[src/sv/upsq_pkg.sv]
package upsq_pkg;

  // Field widths
  localparam int unsigned MV_W    = 16;
  localparam int unsigned TICK_W  = 16;
  localparam int unsigned STATE_W = 3;
  localparam int unsigned EVENT_W = 32;
  localparam int unsigned CFG_IDX_W = 3;
  localparam int unsigned CFG_DATA_W = 16;

  // Protection state codes
  localparam logic [STATE_W-1:0] ST_NORMAL    = 3'd0;
  localparam logic [STATE_W-1:0] ST_LOW       = 3'd1;
  localparam logic [STATE_W-1:0] ST_SHUTDOWN  = 3'd2;
  localparam logic [STATE_W-1:0] ST_PROTECTED = 3'd3;
  localparam logic [STATE_W-1:0] ST_RECOVERY  = 3'd4;

  // Register indexes
  localparam logic [CFG_IDX_W-1:0] CFG_LOW_THR     = 3'd0;
  localparam logic [CFG_IDX_W-1:0] CFG_REC_THR     = 3'd1;
  localparam logic [CFG_IDX_W-1:0] CFG_SHUT_DELAY  = 3'd2;
  localparam logic [CFG_IDX_W-1:0] CFG_REC_HOLD    = 3'd3;
  localparam logic [CFG_IDX_W-1:0] CFG_FAN_DELAY   = 3'd4;
  localparam logic [CFG_IDX_W-1:0] CFG_ALERT_EN    = 3'd5;
  localparam logic [CFG_IDX_W-1:0] CFG_CLEAR_EN    = 3'd6;

  // Register reset values
  localparam logic [MV_W-1:0]   RST_LOW_THR    = 16'd18000;
  localparam logic [MV_W-1:0]   RST_REC_THR    = 16'd20000;
  localparam logic [TICK_W-1:0] RST_SHUT_DELAY = 16'd60;
  localparam logic [TICK_W-1:0] RST_REC_HOLD   = 16'd5;
  localparam logic [TICK_W-1:0] RST_FAN_DELAY  = 16'd60;

  // Voltage constants in millivolts
  localparam logic [MV_W-1:0] VALID_FLOOR_MV = 16'd5000;
  localparam logic [MV_W-1:0] TEST_OFFSET_MV = 16'd500;

  typedef struct packed {
    logic [MV_W-1:0]   low_thr;
    logic [MV_W-1:0]   rec_thr;
    logic [TICK_W-1:0] shut_delay;
    logic [TICK_W-1:0] rec_hold;
    logic [TICK_W-1:0] fan_delay;
    logic              alert_en;
    logic              clear_en;
  } cfg_t;

  typedef struct packed {
    logic [MV_W-1:0] sample_mv;
    logic            sample_ok;
    logic            test_request;
    logic            main_powered;
    logic            aux_powered;
    logic            aux_online;
  } item_t;

  typedef struct packed {
    logic [STATE_W-1:0] prot_state;
    logic [TICK_W-1:0]  countdown_left;
    logic [TICK_W-1:0]  recovery_left;
    logic [EVENT_W-1:0] event_count;
    logic               hold_main_reset;
    logic               toggle_aux_power;
    logic               clear_display;
    logic               stop_fans;
    logic               restart_request;
    logic               alert_led;
  } result_t;

endpackage

[src/sv/upsq_in_if.sv]
interface upsq_in_if;
  logic        valid;
  logic        ready;
  logic [15:0] sample_mv;
  logic        sample_ok;
  logic        test_request;
  logic        main_powered;
  logic        aux_powered;
  logic        aux_online;

  modport source (
    output valid, sample_mv, sample_ok, test_request, main_powered, aux_powered, aux_online,
    input  ready
  );
  modport sink (
    input  valid, sample_mv, sample_ok, test_request, main_powered, aux_powered, aux_online,
    output ready
  );
endinterface

[src/sv/upsq_out_if.sv]
interface upsq_out_if;
  logic        valid;
  logic        ready;
  logic [2:0]  prot_state;
  logic [15:0] countdown_left;
  logic [15:0] recovery_left;
  logic [31:0] event_count;
  logic        hold_main_reset;
  logic        toggle_aux_power;
  logic        clear_display;
  logic        stop_fans;
  logic        restart_request;
  logic        alert_led;

  modport source (
    output valid, prot_state, countdown_left, recovery_left, event_count, hold_main_reset,
           toggle_aux_power, clear_display, stop_fans, restart_request, alert_led,
    input  ready
  );
  modport sink (
    input  valid, prot_state, countdown_left, recovery_left, event_count, hold_main_reset,
           toggle_aux_power, clear_display, stop_fans, restart_request, alert_led,
    output ready
  );
endinterface

[src/sv/upsq_cfg_regs.sv]
module upsq_cfg_regs (
  input  logic                                clk_i,
  input  logic                                rst_ni,
  input  logic                                cfg_we_i,
  input  logic [upsq_pkg::CFG_IDX_W-1:0]      cfg_idx_i,
  input  logic [upsq_pkg::CFG_DATA_W-1:0]     cfg_wdata_i,
  output upsq_pkg::cfg_t                      cfg_o
);
  import upsq_pkg::*;

  cfg_t cfg_q, cfg_d;

  // Register write decode; unknown indexes are dropped
  always_comb begin
    cfg_d = cfg_q;
    if (cfg_we_i) begin
      case (cfg_idx_i)
        CFG_LOW_THR:    cfg_d.low_thr    = cfg_wdata_i;
        CFG_REC_THR:    cfg_d.rec_thr    = cfg_wdata_i;
        CFG_SHUT_DELAY: cfg_d.shut_delay = cfg_wdata_i;
        CFG_REC_HOLD:   cfg_d.rec_hold   = cfg_wdata_i;
        CFG_FAN_DELAY:  cfg_d.fan_delay  = cfg_wdata_i;
        CFG_ALERT_EN:   cfg_d.alert_en   = cfg_wdata_i[0];
        CFG_CLEAR_EN:   cfg_d.clear_en   = cfg_wdata_i[0];
        default: ;
      endcase
    end
  end

  always_ff @(posedge clk_i or negedge rst_ni) begin
    if (!rst_ni) begin
      cfg_q.low_thr    <= RST_LOW_THR;
      cfg_q.rec_thr    <= RST_REC_THR;
      cfg_q.shut_delay <= RST_SHUT_DELAY;
      cfg_q.rec_hold   <= RST_REC_HOLD;
      cfg_q.fan_delay  <= RST_FAN_DELAY;
      cfg_q.alert_en   <= 1'b1;
      cfg_q.clear_en   <= 1'b1;
    end else begin
      cfg_q <= cfg_d;
    end
  end

  assign cfg_o = cfg_q;

endmodule

[src/sv/upsq_core.sv]
module upsq_core (
  input  logic              clk_i,
  input  logic              rst_ni,
  input  logic              step_i,
  input  upsq_pkg::item_t   item_i,
  input  upsq_pkg::cfg_t    cfg_i,
  output upsq_pkg::result_t res_o
);
  import upsq_pkg::*;

  // Signed working width: 16-bit millivolts plus headroom for the test offset
  localparam int unsigned VW = MV_W + 2;

  logic [STATE_W-1:0] mode_q, mode_d, mode_e;
  logic [TICK_W-1:0]  cd_q, cd_d, cd_e;
  logic [TICK_W-1:0]  rt_q, rt_d, rt_e;
  logic [TICK_W-1:0]  ft_q, ft_d;
  logic               fo_q, fo_d;
  logic [EVENT_W-1:0] ev_q, ev_d;
  logic               test_q, test_d;

  logic signed [VW-1:0] volt;
  logic signed [VW-1:0] lo_s;
  logic signed [VW-1:0] rc_s;
  logic                 use_v;

  // Voltage selection: latched test mode overrides the sample
  always_comb begin
    test_d = test_q | item_i.test_request;
    lo_s   = $signed({2'b00, cfg_i.low_thr});
    rc_s   = $signed({2'b00, cfg_i.rec_thr});
    volt   = test_d ? (lo_s - $signed({2'b00, TEST_OFFSET_MV}))
                    : $signed({2'b00, item_i.sample_mv});
    use_v  = test_d | (item_i.sample_ok & (item_i.sample_mv > VALID_FLOOR_MV));
  end

  // Threshold evaluation
  always_comb begin
    mode_e = mode_q;
    cd_e   = cd_q;
    rt_e   = rt_q;
    ev_d   = ev_q;
    if (use_v) begin
      case (mode_q)
        ST_NORMAL: begin
          if (volt < lo_s) begin
            mode_e = ST_LOW;
            cd_e   = cfg_i.shut_delay;
            if (ev_q != '1) ev_d = ev_q + EVENT_W'(1);
          end
        end
        ST_LOW: begin
          if (volt >= rc_s) begin
            mode_e = ST_NORMAL;
            cd_e   = '0;
          end
        end
        ST_PROTECTED: begin
          if (volt >= rc_s) begin
            mode_e = ST_RECOVERY;
            rt_e   = cfg_i.rec_hold;
          end
        end
        ST_RECOVERY: begin
          if (volt < rc_s) begin
            rt_e = '0;
            if (volt < lo_s) begin
              mode_e = ST_LOW;
              cd_e   = cfg_i.shut_delay;
            end else begin
              mode_e = ST_NORMAL;
            end
          end
        end
        default: ;
      endcase
    end
  end

  // Timers, shutdown actions and pulses
  always_comb begin
    mode_d = mode_e;
    cd_d   = cd_e;
    rt_d   = rt_e;
    ft_d   = ft_q;
    fo_d   = fo_q;
    res_o.hold_main_reset  = 1'b0;
    res_o.toggle_aux_power = 1'b0;
    res_o.clear_display    = 1'b0;
    res_o.stop_fans        = 1'b0;
    res_o.restart_request  = 1'b0;
    case (mode_e)
      ST_LOW: begin
        if (cd_e != '0) begin
          cd_d = cd_e - TICK_W'(1);
          if (cd_e == TICK_W'(1)) mode_d = ST_SHUTDOWN;
        end
      end
      ST_RECOVERY: begin
        if (rt_e != '0) begin
          rt_d = rt_e - TICK_W'(1);
          if (rt_e == TICK_W'(1)) begin
            res_o.restart_request = 1'b1;
            mode_d = ST_NORMAL;
          end
        end
      end
      ST_SHUTDOWN: begin
        res_o.hold_main_reset  = item_i.main_powered;
        res_o.toggle_aux_power = item_i.aux_powered & item_i.aux_online;
        res_o.clear_display    = cfg_i.clear_en;
        ft_d   = cfg_i.fan_delay;
        fo_d   = 1'b0;
        mode_d = ST_PROTECTED;
      end
      ST_PROTECTED: begin
        if (!fo_q && ft_q != '0) begin
          ft_d = ft_q - TICK_W'(1);
          if (ft_q == TICK_W'(1)) begin
            res_o.stop_fans = 1'b1;
            fo_d = 1'b1;
          end
        end
      end
      default: ;
    endcase
    res_o.prot_state     = mode_d;
    res_o.countdown_left = cd_d;
    res_o.recovery_left  = rt_d;
    res_o.event_count    = ev_d;
    res_o.alert_led      = cfg_i.alert_en &
                           ((mode_d == ST_LOW) | (mode_d == ST_SHUTDOWN) |
                            (mode_d == ST_PROTECTED));
  end

  // State registers advance once per request
  always_ff @(posedge clk_i or negedge rst_ni) begin
    if (!rst_ni) begin
      mode_q <= ST_NORMAL;
      cd_q   <= '0;
      rt_q   <= '0;
      ft_q   <= '0;
      fo_q   <= 1'b0;
      ev_q   <= '0;
      test_q <= 1'b0;
    end else if (step_i) begin
      mode_q <= mode_d;
      cd_q   <= cd_d;
      rt_q   <= rt_d;
      ft_q   <= ft_d;
      fo_q   <= fo_d;
      ev_q   <= ev_d;
      test_q <= test_d;
    end
  end

`ifndef SYNTHESIS
  // Shutdown lasts exactly one request
  a_shutdown_one: assert property (@(posedge clk_i) disable iff (!rst_ni)
    step_i && mode_q == ST_SHUTDOWN |=> mode_q == ST_PROTECTED)
    else $error("shutdown did not move to protected");

  // Shutdown commands only come out of the shutdown state
  a_shutdown_cmds: assert property (@(posedge clk_i) disable iff (!rst_ni)
    step_i && (res_o.hold_main_reset || res_o.toggle_aux_power || res_o.clear_display)
    |-> mode_q == ST_SHUTDOWN)
    else $error("shutdown command outside shutdown");

  // Fans stop only from protected
  a_fans_prot: assert property (@(posedge clk_i) disable iff (!rst_ni)
    step_i && res_o.stop_fans |-> mode_q == ST_PROTECTED && !fo_q)
    else $error("fan stop outside protected");

  // Restart only after the last hold tick
  a_restart: assert property (@(posedge clk_i) disable iff (!rst_ni)
    step_i && res_o.restart_request |=> mode_q == ST_NORMAL && rt_q == '0)
    else $error("restart request with bad state");

  // Event count never goes down
  a_events_mono: assert property (@(posedge clk_i) disable iff (!rst_ni)
    step_i |=> ev_q >= $past(ev_q))
    else $error("event count decreased");
`endif

endmodule

[src/sv/undervoltage_protection_sequencer.sv]
// Path: an accepted request passes through two registers (input stage, result
//   stage) before it appears on the result channel.
// Throughput: one request per cycle unless the result channel stalls; the
//   single-pass step logic between input and result registers sets this rate.
// Reset: rst_ni is asynchronous, active low; state, timers and event count
//   clear, registers return to their defaults, both channels empty.
module undervoltage_protection_sequencer (
  input  logic                            clk_i,
  input  logic                            rst_ni,
  upsq_in_if.sink                         in_i,
  upsq_out_if.source                      out_o,
  input  logic                            cfg_we_i,
  input  logic [upsq_pkg::CFG_IDX_W-1:0]  cfg_idx_i,
  input  logic [upsq_pkg::CFG_DATA_W-1:0] cfg_wdata_i
);
  import upsq_pkg::*;

  cfg_t    cfg;
  item_t   item_q;
  result_t res_d, res_q;
  logic    in_valid_q, out_valid_q;
  logic    advance, in_take;

  upsq_cfg_regs u_cfg (
    .clk_i       (clk_i),
    .rst_ni      (rst_ni),
    .cfg_we_i    (cfg_we_i),
    .cfg_idx_i   (cfg_idx_i),
    .cfg_wdata_i (cfg_wdata_i),
    .cfg_o       (cfg)
  );

  // Handshake: step when an input is held and the result slot is free or being drained
  assign advance  = in_valid_q & (~out_valid_q | out_o.ready);
  assign in_i.ready = ~in_valid_q | advance;
  assign in_take  = in_i.valid & in_i.ready;

  // Input register
  always_ff @(posedge clk_i or negedge rst_ni) begin
    if (!rst_ni) begin
      in_valid_q <= 1'b0;
    end else if (in_take) begin
      in_valid_q <= 1'b1;
    end else if (advance) begin
      in_valid_q <= 1'b0;
    end
  end

  always_ff @(posedge clk_i) begin
    if (in_take) begin
      item_q.sample_mv    <= in_i.sample_mv;
      item_q.sample_ok    <= in_i.sample_ok;
      item_q.test_request <= in_i.test_request;
      item_q.main_powered <= in_i.main_powered;
      item_q.aux_powered  <= in_i.aux_powered;
      item_q.aux_online   <= in_i.aux_online;
    end
  end

  upsq_core u_core (
    .clk_i  (clk_i),
    .rst_ni (rst_ni),
    .step_i (advance),
    .item_i (item_q),
    .cfg_i  (cfg),
    .res_o  (res_d)
  );

  // Result register
  always_ff @(posedge clk_i or negedge rst_ni) begin
    if (!rst_ni) begin
      out_valid_q <= 1'b0;
    end else if (advance) begin
      out_valid_q <= 1'b1;
    end else if (out_o.ready) begin
      out_valid_q <= 1'b0;
    end
  end

  always_ff @(posedge clk_i) begin
    if (advance) res_q <= res_d;
  end

  assign out_o.valid            = out_valid_q;
  assign out_o.prot_state       = res_q.prot_state;
  assign out_o.countdown_left   = res_q.countdown_left;
  assign out_o.recovery_left    = res_q.recovery_left;
  assign out_o.event_count      = res_q.event_count;
  assign out_o.hold_main_reset  = res_q.hold_main_reset;
  assign out_o.toggle_aux_power = res_q.toggle_aux_power;
  assign out_o.clear_display    = res_q.clear_display;
  assign out_o.stop_fans        = res_q.stop_fans;
  assign out_o.restart_request  = res_q.restart_request;
  assign out_o.alert_led        = res_q.alert_led;

endmodule
[src/flat_wrapper.sv]
// flat-port wrapper written by rule: the top's interface ports become plain ports
module undervoltage_protection_sequencer_flat import upsq_pkg::*;
  (clk_i, rst_ni, cfg_we_i, cfg_idx_i, cfg_wdata_i, in_i_valid, in_i_sample_mv, in_i_sample_ok, in_i_test_request, in_i_main_powered, in_i_aux_powered, in_i_aux_online, in_i_ready, out_o_valid, out_o_prot_state, out_o_countdown_left, out_o_recovery_left, out_o_event_count, out_o_hold_main_reset, out_o_toggle_aux_power, out_o_clear_display, out_o_stop_fans, out_o_restart_request, out_o_alert_led, out_o_ready);
  upsq_in_if in_i_i ();
  upsq_out_if out_o_i ();
  input  logic clk_i;
  input  logic rst_ni;
  input  logic cfg_we_i;
  input  logic [upsq_pkg::CFG_IDX_W-1:0] cfg_idx_i;
  input  logic [upsq_pkg::CFG_DATA_W-1:0] cfg_wdata_i;
  input wire logic [$bits(in_i_i.valid)-1:0] in_i_valid;
  input wire logic [$bits(in_i_i.sample_mv)-1:0] in_i_sample_mv;
  input wire logic [$bits(in_i_i.sample_ok)-1:0] in_i_sample_ok;
  input wire logic [$bits(in_i_i.test_request)-1:0] in_i_test_request;
  input wire logic [$bits(in_i_i.main_powered)-1:0] in_i_main_powered;
  input wire logic [$bits(in_i_i.aux_powered)-1:0] in_i_aux_powered;
  input wire logic [$bits(in_i_i.aux_online)-1:0] in_i_aux_online;
  output wire logic [$bits(in_i_i.ready)-1:0] in_i_ready;
  output wire logic [$bits(out_o_i.valid)-1:0] out_o_valid;
  output wire logic [$bits(out_o_i.prot_state)-1:0] out_o_prot_state;
  output wire logic [$bits(out_o_i.countdown_left)-1:0] out_o_countdown_left;
  output wire logic [$bits(out_o_i.recovery_left)-1:0] out_o_recovery_left;
  output wire logic [$bits(out_o_i.event_count)-1:0] out_o_event_count;
  output wire logic [$bits(out_o_i.hold_main_reset)-1:0] out_o_hold_main_reset;
  output wire logic [$bits(out_o_i.toggle_aux_power)-1:0] out_o_toggle_aux_power;
  output wire logic [$bits(out_o_i.clear_display)-1:0] out_o_clear_display;
  output wire logic [$bits(out_o_i.stop_fans)-1:0] out_o_stop_fans;
  output wire logic [$bits(out_o_i.restart_request)-1:0] out_o_restart_request;
  output wire logic [$bits(out_o_i.alert_led)-1:0] out_o_alert_led;
  input wire logic [$bits(out_o_i.ready)-1:0] out_o_ready;
  assign in_i_i.valid = in_i_valid;
  assign in_i_i.sample_mv = in_i_sample_mv;
  assign in_i_i.sample_ok = in_i_sample_ok;
  assign in_i_i.test_request = in_i_test_request;
  assign in_i_i.main_powered = in_i_main_powered;
  assign in_i_i.aux_powered = in_i_aux_powered;
  assign in_i_i.aux_online = in_i_aux_online;
  assign in_i_ready = in_i_i.ready;
  assign out_o_valid = out_o_i.valid;
  assign out_o_prot_state = out_o_i.prot_state;
  assign out_o_countdown_left = out_o_i.countdown_left;
  assign out_o_recovery_left = out_o_i.recovery_left;
  assign out_o_event_count = out_o_i.event_count;
  assign out_o_hold_main_reset = out_o_i.hold_main_reset;
  assign out_o_toggle_aux_power = out_o_i.toggle_aux_power;
  assign out_o_clear_display = out_o_i.clear_display;
  assign out_o_stop_fans = out_o_i.stop_fans;
  assign out_o_restart_request = out_o_i.restart_request;
  assign out_o_alert_led = out_o_i.alert_led;
  assign out_o_i.ready = out_o_ready;
  undervoltage_protection_sequencer u_core (.clk_i(clk_i), .rst_ni(rst_ni), .in_i(in_i_i), .out_o(out_o_i), .cfg_we_i(cfg_we_i), .cfg_idx_i(cfg_idx_i), .cfg_wdata_i(cfg_wdata_i));
endmodule
[config.mk]
export PLATFORM = sky130hd
export DESIGN_NAME = undervoltage_protection_sequencer_flat
export DESIGN_NICKNAME = d
export VERILOG_FILES = /design/src/sv/upsq_pkg.sv /design/src/sv/upsq_in_if.sv /design/src/sv/upsq_out_if.sv /design/src/sv/upsq_cfg_regs.sv /design/src/sv/upsq_core.sv /design/src/sv/undervoltage_protection_sequencer.sv /design/src/flat_wrapper.sv
export SDC_FILE = /design/constraint.sdc
export NUM_CORES = 1
export LEC_CHECK = 0
export BUFFER_PORTS_ARGS = -buffer_cell sky130_fd_sc_hd__buf_2
export CAP_MARGIN = 20
export CORE_UTILIZATION = 55
export CTS_CLUSTER_SIZE = 8
export DETAILED_ROUTE_END_ITERATION = 12
export GPL_TIMING_DRIVEN = 0
export PLACE_DENSITY = 0.75
export REMOVE_ABC_BUFFERS = 1
export SLEW_MARGIN = 0
export SYNTH_ARGS = -nofsm -noshare
export SYNTH_HDL_FRONTEND = slang
export SYNTH_HIERARCHICAL = 1
export SYNTH_SLANG_ARGS = --single-unit
[constraint.sdc]
create_clock -name clk_i -period 6.65 [get_ports clk_i]
set_clock_uncertainty 0.2 [all_clocks]
set_input_delay 0.9975 -clock clk_i [delete_from_list [all_inputs] [get_ports clk_i]]
set_output_delay 0.9975 -clock clk_i [all_outputs]
set_load 0.05 [all_outputs]
## Yosys cells after proc, flatten, opt, wreduce, memory -nomap -nowiden

Index checks and enable logic that the tools add are counted.
W data, S select, Z words.

- Add/sub/neg operators: 5
- Order comparisons: 4
- Equality and inequality tests: 22
- Multiplexer cells: 41
- Bitwise operators: 13
- Reduce and logical (&&, ||, !) cells: 21

Operators by type and width:

| operator | count |
|---|---|
| $mux W16 | 12 |
| $mux W32 | 4 |
| $pmux W16 S2 | 2 |
| $eq A16 B1 Y1 const B | 3 |
| $pmux W16 S3 | 1 |
| $reduce_bool A16 Y1 | 3 |
| $sub A16 B1 Y16 const B | 3 |
| $lt A18 B17 Y1 | 2 |
| $add A32 B1 Y32 const B | 1 |
| $ne A32 B32 Y1 const B | 1 |
| $mux W3 | 9 |
| $eq A3 B2 Y1 const B | 7 |
| $ge A18 B17 Y1 | 1 |
| $mux W18 | 1 |
| $reduce_and A2 Y1 | 9 |
| $sub A16 B9 Y17 const B | 1 |
| $gt A16 B13 Y1 const B | 1 |
| $eq A3 B3 Y1 const B | 5 |
| $eq A3 B1 Y1 const B | 4 |
| $pmux W3 S4 | 1 |
| $mux W1 | 9 |
| $pmux W3 S3 | 1 |
| $logic_not A3 Y1 | 2 |
| $or A1 B1 Y1 | 6 |
| 9 further kinds | 17 |

- Register bits: 263
- Input bits: 45
- Output and inout port bits: 75

## Depth between registers and ports, before layout

Gate-level depths: netlist (run 1).

- Word-level depth: 15
- Mapped depth: 26
- Depth with buffers taken out: 24

## Hierarchy

Netlist (run 1), hierarchy kept.

By module, submodules not included:

| module | times used | cells each | area each (µm²) | sequential area each (µm²) |
|---|---|---|---|---|
| upsq_core | 1 | 976 | 7,724.9 | 2,127.0 |
| upsq_cfg_regs | 1 | 179 | 3,188.1 | 2,079.5 |
| undervoltage_protection_sequencer | 1 | 102 | 2,926.6 | 2,872.8 |

## Worst setup path before layout (run 1)

No wires, ideal clock.

- Path type: register to register
- Start point: register u_core.u_cfg.cfg_q (netlist bit u_core/u_cfg/cfg_o[70])
- End point: register u_core.u_core.rt_q[6]
- Setup time: 0.124 ns
- Arrival: 5.191 ns
- Required time: 6.326 ns
- Path slack: 1.135 ns
- Stages on the path, launching flop included: 24
- Path buffers: 2
- Clock period less this slack: 5.515 ns
- Cells stage by stage: dfstp_2 -> inv_1 -> a21oi_1 -> nand3_1 -> nor3_1 -> nor3_1 -> nand3_1 -> xnor2_1 -> o21ai_0 -> ha_1 -> nand4_1 -> nor4_1 -> inv_1 -> o21a_1 -> nor3_1 -> clkbuf_1 -> clkbuf_1 -> a22oi_1 -> ha_1 -> o211a_2 -> a21oi_1 -> o221ai_1 -> nor3b_1 -> a211o_1

- Cells in the longest elaborated chain, start to end: 9

RTL lines:

| item | RTL line | text |
|---|---|---|
| start: declaration | upsq_cfg_regs.sv:11 | `cfg_t cfg_q, cfg_d;` |
| start signal: assignment | upsq_cfg_regs.sv:40 | `cfg_q <= cfg_d;` |
| $sub A16 B9 Y17 | upsq_core.sv:32 | `volt = test_d ? (lo_s - $signed({2'b00, TEST_OFFSET_MV}))` |
| $mux W18 | upsq_core.sv:32 |  |
| $lt A18 B17 Y1, or another cell as far along | upsq_core.sv:65 | `if (volt < rc_s) begin` |
| $mux W16, or another cell as far along | upsq_core.sv:65 |  |
| $pmux W16 S2 / $mux W3 (equally long branches) | upsq_core.sv:44, upsq_core.sv:65 |  |
| $mux W16 / $pmux W3 S4 (equally long branches) | upsq_core.sv:43, upsq_core.sv:44 |  |
| $sub A16 B1 Y16, or another cell as far along | upsq_core.sv:101 | `rt_d = rt_e - TICK_W'(1);` |
| $mux W16 / $eq A3 B3 Y1 (equally long branches) | upsq_core.sv:100, upsq_core.sv:92 |  |
| $mux W16 * | upsq_core.sv:92 | `case (mode_e)` |
| end signal: assignment | upsq_core.sv:149 | `rt_q <= rt_d;` |
| end: declaration | upsq_core.sv:16 | `logic [TICK_W-1:0] rt_q, rt_d, rt_e;` |

Mark *: on every way between the ends. The rest lies on a longest branch, timed or not.
A chain may end at the register's enable or synchronous reset.

## Worst setup path in the final report (run 1)

Same ends and word-level chain as after synthesis.

==> metrics.md, run 1 <==
| Metric | Value |
|---|---|
| CP cell instances | inv_1 > a21oi_1 > nand3_1 > nor3_2 > nor3_1 > nand3_1 > xnor2_1 > o21ai_0 > ha_1 > nand4_1 > nor4_2 > o21ai_0 > a21oi_2 > nor3_1 > nor2_4 > a22oi_1 > ha_1 > o211a_2 > a21oi_1 > o221ai_1 > nor3b_1 > a211o_1 |
| Worst-margin pin slew | 1016 ps |
| Crit. End Element | flop |
| Int Power | 4.371 mW |
| Seq cells post-synth | 263 |
| Setup crit start kind | flop |
| Async set or reset register ratio after synthesis | 64.26% |
| Number of global-route vias before repair | 9936 |
| DRC viols | 0 |
| CTS tree | done |
| Outcome | complete, no violations |
| Final GP Congestion | 0.8669 |
| Pwr Density | 459.2 nW/µm² |
| Row count | 57 |
| Setup Crit Path Kind | flop to flop |
| Gate Count Post-Synth | 1257 |
| DP Worst Slack | -187.7 ps |
| Worst Hold End | u_core/u_core/test_q |
| Post-route minimum period | 6228 ps |
| GRT Total Usage | 24.37% |
| Commonest cells after routing, fill and taps aside | dfrtp_1, buf_2, nand2_1, edfxtp_1, mux2_2 |
| Post-route setup TNS | 0 ps |
| Avg Cell Area, Syn | 11.01 µm² |
| Ys flop type | dfrtp_1 |
| Antenna violations before repair | 0 |
| Clk buf depth | 3 |
| Number of synthesis warnings | 6 |
| Detailed Place HPWL | 20820 µm |
| Post-route setup slack | 422.0 ps |
| RR Endpoint | u_core/u_core/rt_q[6] |
| Ports | 120 |
| Max FO, Critical Path | 26 |
| Pwr Total | 7.301 mW |
| Period utilization | 93.65% |
| Worst path slowest cell | dfstp_2 |
| Layout cells sized above 1 | 23.23% |
| Die width | 160.6 µm |
| Hold buffer count at cts | 0 |
| Min-Delay Path Class | flop to flop |
| Setup Viol. Count Final | 0 |
| Die area | 25800 µm² |
| Slew Limit Fails | 0 |
| Worst r2r path cells | 22 |
| Via/cell ratio | 5.923 |
| Clock power frac | 23.9% |
| Clock-pin transition on the worst setup and hold timing paths | 50 ps |
| Inserted Diodes | 0 |
| Sequential area share after synthesis | 51.15% |
| Post-placement cell count | 1654 |
| Worst Hold Depth | 1 |
| Hold WS | 293.1 ps |
| Max VDD drop | 0.2653 mV |
| Switching part of the total | 40.13% |
| Final wirelength | 30880 µm |
| Arrival time worst endpoint | 6410 ps |
| Area grow syn2layout | 14.88% |
| Hold Fails Final Rpt | 0 |
| Max incr delay on CP | 560 ps |
| Combinational Power Share | 42.6% |
| DRT iter0 DRCs | 907 |
| Critical Path RT | 6840 ps |
| I/O Buffers | 119 |
| Net switching power figure | 2.930 mW |
| F_max | 0.1606 GHz |
| Wirelength per Cell | 17.92 µm |
| Leak pwr | 6.725 nW |
| DRT Pass-1 Iters | 7 |
| Final net count | 1457 |
| Most common cell after layout, fill and taps aside | dfrtp_1 |
| Final cell count without fillers | 1723 |
| Largest net degree at the start of global routing | 88 |
| Flop2flop setup slack | 420 ps |
| Die Ht | 160.6 µm |
| Slew headroom | 32.23% |
| First-pass GRT wire length | 50460 µm |
| Total grt overflow | 0 |
| Cts bufs inserted | 38 |
| CTS H-Tree Depth | 2 |
| Std-Cell Core Area | 24530 µm² |
| Clock Latency Late Sink | 500 ps |
| Initial Utilization | 56.41% |
| Min-delay src | u_core/u_core/test_q |
| Number of synthesized flops with an enable pin | 94 |
| Max_cap viols | 0 |
| Syn Std Cell Area | 13840 µm² |
| Sequential power share | 33.5% |
| Yosys cell types | 83 |
| Origin of the critical flop-to-flop path | u_core/u_cfg/cfg_o[70] |
| Vias | 10210 |
| Antenna viol nets, final | 0 |
| Clock root cell | clkbuf_16 |
| Clk sinks | 263 |
Yosys cell counts, types with 7 or more instances:
cell type,instances,share of area (%)
mux2i_1,14,1.0
nor4_1,12,0.54
xnor2_1,50,3.2
nand2_1,95,2.6
nor2_1,87,2.4
dfrtp_1,147,27
nor3b_1,7,0.38
nand4_1,22,0.99
inv_1,57,1.5
a22oi_1,36,2.0
edfxtp_1,94,20
ha_1,41,3.7
a211o_1,9,0.57
nand2b_1,11,0.50
o21ai_0,60,2.2
buf_2,7,0.25
nand3_1,44,1.6
a31oi_1,10,0.45
a21oi_1,56,2.0
o211ai_1,9,0.49
clkbuf_1,37,1.0
xor2_1,51,3.2
mux2_2,94,7.6
nor3_1,28,1.0
and3_1,17,0.77
or3_1,8,0.36
dfstp_2,22,4.2
sequential cells by signal (all words and copies together), names as in the netlist:
signal / flops
u_core/out_o.toggle_aux_power: 1
u_core/in_valid_q: 1
u_core/out_o.restart_request: 1
u_core/out_o.countdown_left: 16
u_core/u_core/rt_q: 16
u_core/out_o.valid: 1
u_core/out_o.event_count: 32
u_core/u_core/mode_q: 3
u_core/u_core/cd_q: 16
u_core/out_o.clear_display: 1
u_core/u_core/ft_q: 16
u_core/u_core/fo_q: 1
u_core/u_core/ev_q: 32
u_core/u_core/test_q: 1
u_core/out_o.hold_main_reset: 1
u_core/out_o.prot_state: 3
u_core/out_o.stop_fans: 1
u_core/out_o.recovery_left: 16
u_core/u_cfg/cfg_o: 82
u_core/out_o.alert_led: 1
u_core/item_q: 21
critical path: cells and delay by family (launching register included):
family,cells,cell delay (ps)
adders and majority gates,2,660
buffers and inverters,1,70
AOI/OAI and AO/OA,9,2350
and+or+nand+nor,9,2140
xor gates and xnor gates,1,120
DFF,1,560
timing repair:
| action | 4_1_cts | 5_1_grt |
|---|---|---|
| pin swaps | 0 | 2 |
| setup endpoints to repair | 8 | 79 |
| gates resized for setup | 2 | 7 |
| setup buffers | 0 | 0 |
per-stage QoR:
stage / utilization (%) / area [µm²]
final: 64.81 / 15900
after global routing: 64.81 / 15900
after CTS: 64.58 / 15840
after detailed placement: 60.09 / 14740
after global placement: 59.37 / 14570
after floorplan: - / 13560
per-layer routing:
metal	share of wire, %	vias to the layer above	global-route usage, %
li1	-	4796	-
met1	43	4971	32.50
met2	48	377	40.48
met3	5.5	62	3.022
met4	3.2	0	9.913
met5	0	-	0
cell type report:
class / instances / area, µm²
well taps: 324 / 405.4
fillers: 1902 / 8635
clock buffers: 67 / 1081
repair buffers: 130 / 767.0
clock inverters: 1 / 8.758
multi-input cells: 881 / 6344
inverters: 57 / 214.0
flip-flops and latches: 263 / 7079
cells by family after synthesis:
logic type | Yosys count | synth area share [%]
adder cells (fa/ha/maj) | 41 | 3.707
buffers and inverters | 113 | 3.535
AND/OR/NAND/NOR | 386 | 14.80
AO/OA/AOI/OAI | 244 | 11.64
XOR/XNOR | 101 | 6.392
multiplexers | 109 | 8.770
flip-flops | 263 | 51.15
worst max path at each step:
| stage | start | to |
|---|---|---|
| 2_1_floorplan | u_core/u_cfg/cfg_o[70] | u_core/u_core/rt_q[6] |
| 3_3_place_gp | u_core/u_cfg/cfg_o[70] | u_core/u_core/rt_q[6] |
| 3_5_place_dp | u_core/u_cfg/cfg_o[70] | u_core/out_o.countdown_left[4] |
| 4_1_cts | u_core/u_cfg/cfg_o[70] | u_core/u_core/rt_q[6] |
| 5_1_grt | u_core/u_cfg/cfg_o[70] | u_core/u_core/rt_q[6] |
| 6_report | u_core/u_cfg/cfg_o[70] | u_core/u_core/rt_q[6] |
power by group through the flow:
stage          clock network [mW]  registers, mW  logic [mW]
4_1_cts                      1.79           2.44        3.04
3_5_place_dp                    0           2.46        3.00
2_1_floorplan                   0           2.77        1.91
6_report                     1.75           2.44        3.11
3_3_place_gp                    0           2.45        2.89
5_1_grt                      1.86           2.49        3.39
Power figures use the tool's default switching activity.
==> run 2: changes to the inputs <==
--- a/config.mk
+++ b/config.mk
@@ -5,6 +5,7 @@
 export SDC_FILE = /design/constraint.sdc
 export NUM_CORES = 1
 export LEC_CHECK = 0
+export ABC_AREA = 1
 export BUFFER_PORTS_ARGS = -buffer_cell sky130_fd_sc_hd__buf_2
 export CAP_MARGIN = 20
 export CORE_UTILIZATION = 55
@@ -12,6 +13,7 @@
 export DETAILED_ROUTE_END_ITERATION = 12
 export GPL_TIMING_DRIVEN = 0
 export PLACE_DENSITY = 0.75
+export RECOVER_POWER = 100
 export REMOVE_ABC_BUFFERS = 1
 export SLEW_MARGIN = 0
 export SYNTH_ARGS = -nofsm -noshare
==> run 2 against run 1 <==
  * The run now ends with max-capacitance violations, max-slew violations left
  * Die area rose by 7.7%
  * Sequential share of layout area fell by 1.9 points
  * Fmax rose by 3.6%
  * Via count rose by 26%
  * Critical path depth rose by 9
  * Worst setup slack improved by 220 ps
  * Combinational power fell by 19%
  * Global-route usage rose by 2.6 points
  * Clock power rose by 5%
  * Largest cell class unchanged
==> metrics.md, run 2 <==
| Metric | Value |
|---|---|
| Origin of the critical flop-to-flop path | u_core/u_cfg/cfg_o[70] |
| Gate Count Post-Synth | 1894 (+51%) |
| Wirelength per Cell | 15.68 µm (-12%) |
| Avg Cell Area, Syn | 7.878 µm² (-28%) |
| Ys flop type | dfrtp_1 |
| CTS tree | done |
| RSZ-0062 raised after global routing | no |
| Most common cell after layout, fill and taps aside | nand2_1 |
| Yosys cell types | 56 (-33%) |
| Clock-pin transition on the worst setup and hold timing paths | 50 ps (about the same) |
| Clock Latency Late Sink | 530 ps (+30 ps) |
| Sequential power share | 34.0% (+0.5 points) |
| DRC viols | 0 (unchanged) |
| Number of flip-flops in the largest register | 82 (unchanged) |
| Worst path slowest cell | dfstp_2 |
| Commonest cells after routing, fill and taps aside | nand2_1, inv_1, nand3_1, dfrtp_1, nor2_1 |
| Net switching power figure | 2.714 mW (-7.4%) |
| Via/cell ratio | 5.435 (-8.2%) |
| Cts bufs inserted | 39 (+2.6%) |
| Setup Viol. Count Final | 0 (unchanged) |
| Worst-margin pin slew | 3191 ps (+2176 ps) |
| Die width | 166.7 µm (+3.8%) |
| Clock power frac | 27.8% (+3.9 points) |
| Synth top area share | 24.65% (-1.9 points) |
| Max_cap viols | 5 (+5) |
| Post-route minimum period | 6011 ps (-217.4 ps) |
| Post-placement cell count | 2295 (+39%) |
| Combinational Power Share | 38.2% (-4.4 points) |
| Outcome | complete, but fails checks |
| Largest net degree at the start of global routing | 122 (+39%) |
| Period utilization | 90.38% (-3.3 points) |
| Arrival time worst endpoint | 6180 ps (-230 ps) |
| Clk buf depth | 3 (unchanged) |
| Min-Delay Path Class | flop to flop |
| Hold Fails Final Rpt | 0 (unchanged) |
| Pwr Total | 6.586 mW (-9.8%) |
| Ports | 120 (unchanged) |
| DRT iter0 DRCs | 1048 (+16%) |
| Antenna viol nets, final | 0 (unchanged) |
| Int Power | 3.872 mW (-11%) |
| GRT Total Usage | 27.02% (+2.6 points) |
| Critical Path RT | 6820 ps (-20 ps) |
| Inserted Diodes | 0 (unchanged) |
| Cell count along the critical path | 31 (+41%) |
| Pwr Density | 396.8 nW/µm² (-14%) |
| Hold WS | 261.3 ps (-31.79 ps) |
| Syn Std Cell Area | 14920 µm² (+7.8%) |
| Failing checks | max-capacitance violations, max-slew violations |
| CTS H-Tree Depth | 2 (unchanged) |
| Max VDD drop | 0.2255 mV (-15%) |
| Seq cells post-synth | 263 (unchanged) |
| Async set or reset register ratio after synthesis | 64.26% (unchanged) |
| Row count | 59 (+3.5%) |
| Leak pwr | 8.229 nW (+22%) |
| Clk sinks | 263 (unchanged) |
| Yosys top cell by area | dfrtp_1 |
| Buf/Inv on CP | 6 (+5) |
| Number of global-route vias before repair | 12450 (+25%) |
| Slew Limit Fails | 176 (+176) |
| Setup crit start kind | flop |
| Max FO, Critical Path | 23 (-12%) |
| Worst r2r path cells | 31 (+41%) |
| Detailed Place HPWL | 25870 µm (+24%) |
| Synth top area cells | dfrtp_1, edfxtp_1, nand2_1 |
| Top delay family on crit path | simple AND/OR/NAND/NOR gates |
| Post-synth top cells | nand2_1, inv_1, nand3_1 |
| Hold buffer count at cts | 0 (unchanged) |
| Clock root cell | clkbuf_16 |
| F_max | 0.1664 GHz (+3.6%) |
| Sequential area share after synthesis | 47.45% (-3.7 points) |
| Initial Utilization | 56.62% (+0.21 points) |
| Die Ht | 166.7 µm (+3.8%) |
| Crit path launch | u_core/u_cfg/cfg_o[70] |
| Post-route setup TNS | 0 ps (unchanged) |
| Crit-path most repeated cell | nand2_1 |
| Setup Crit Path Kind | flop to flop |
| Worst Hold Depth | 2 (+1) |
| Utilization after layout | 62.98% (-1.8 points) |
| Area grow syn2layout | 11.25% |
| Count leader, synth | nand2_1 |
| Layout cells sized above 1 | 8.169% (-15 points) |
| Flop2flop setup slack | 640 ps (+220 ps) |
| Number of synthesis warnings | 6 (unchanged) |
| Final cell count without fillers | 2367 (+37%) |
| Antenna violations before repair | 0 (unchanged) |
| Std-Cell Core Area | 26350 µm² (+7.4%) |
| Critical Path End | u_core/u_core/ft_q[9] |
| DRT Pass-1 Iters | 5 (-2) |
| Crit. End Element | flop |
| Final GP Congestion | 0.9277 (+7.0%) |
| Number of synthesized flops with an enable pin | 94 (unchanged) |
| Vias | 12860 (+26%) |
| I/O Buffers | 119 (unchanged) |
| Max incr delay on CP | 540 ps (-20 ps) |
| Die area | 27790 µm² (+7.7%) |
| Final net count | 2087 (+43%) |
| Final wirelength | 37120 µm (+20%) |
| Total grt overflow | 0 (unchanged) |
| Switching part of the total | 41.21% (+1.1 points) |
| RR Endpoint | u_core/u_core/ft_q[9] |
| First-pass GRT wire length | 60530 µm (+20%) |
| Slew headroom | -113.5% (-150 points) |
==> run 2: worst register-to-register path: cells and delay by family (launching register included) <==
family,cells,cell delay (ps)
adder cells (fa/ha/maj),1,310
flip-flops,1,540
AND/OR/NAND/NOR,18,2790
buffers and inverters,6,1010
AO/OA/AOI/OAI,6,1000
==> run 2: stage by stage <==
| step | setup WS, ps | area [µm²] |
|---|---|---|
| 6_report | 639.4 | 16600 |
| 5_1_grt | 36.44 | 16600 |
| 4_1_cts | 318.2 | 16910 |
| 3_5_place_dp | 315.4 | 15770 |
| 3_3_place_gp | -12660 | 15580 |
| 2_1_floorplan | -6336 | 14560 |
==> run 2: per-layer routing <==
layer	global-route usage (%)	vias to the layer above	wire, µm
met3	3.755	109	2055
met1	33.92	6029	15880
met2	46.51	435	17760
met4	12.12	0	1419
li1	-	6291	-
met5	0	-	0
==> run 2: worst min-delay path by stage <==
stage	to	slack (ps)	start
global route	u_core/u_cfg/cfg_o[39]	280	u_core/u_cfg/cfg_o[39]
floorplan	u_core/u_cfg/cfg_o[51]	240	u_core/u_cfg/cfg_o[51]
detailed placement	u_core/u_cfg/cfg_o[60]	250	u_core/u_cfg/cfg_o[60]
finish	u_core/u_cfg/cfg_o[38]	260	u_core/u_cfg/cfg_o[38]
CTS	u_core/u_core/cd_q[1]	190	rst_ni
global placement	u_core/u_cfg/cfg_o[0]	250	u_core/u_cfg/cfg_o[0]
==> run 2: kinds of logic after synthesis <==
kind of cell / share of synthesized area [%]
DFF: 47.45
and+or+nand+nor: 34.00
buffers and inverters: 7.421
adders and majority gates: 3.438
xor gates and xnor gates: 3.153
AOI/OAI and AO/OA: 4.545
==> run 2: power by group through the flow <==
| stage | Sequential (mW) | Combinational [mW] | Clock, mW |
|---|---|---|---|
| detailed placement | 2.25 | 2.56 | 0 |
| finish | 2.24 | 2.52 | 1.83 |
| CTS | 2.23 | 2.57 | 1.87 |
| global route | 2.27 | 2.81 | 1.94 |
| floorplan | 2.52 | 1.65 | 0 |
| global placement | 2.26 | 2.47 | 0 |
==> run 2: layout make-up <==
type | instances | area, µm²
Tap cell | 335 | 419.2
Timing Repair Buffer | 127 | 589.3
Clock buffer | 68 | 1085
Multi-Input combinational cell | 1371 | 6616
Fill cell | 2298 | 9756
Clock inverter | 4 | 60.06
Sequential cell | 263 | 7079
Inverter | 199 | 749.5
==> run 2: what timing repair did <==
action	CTS	global route
buffers inserted	0	0
gates resized for setup	0	2
hold endpoints to repair	0	0
endpoints found under the setup margin	0	16
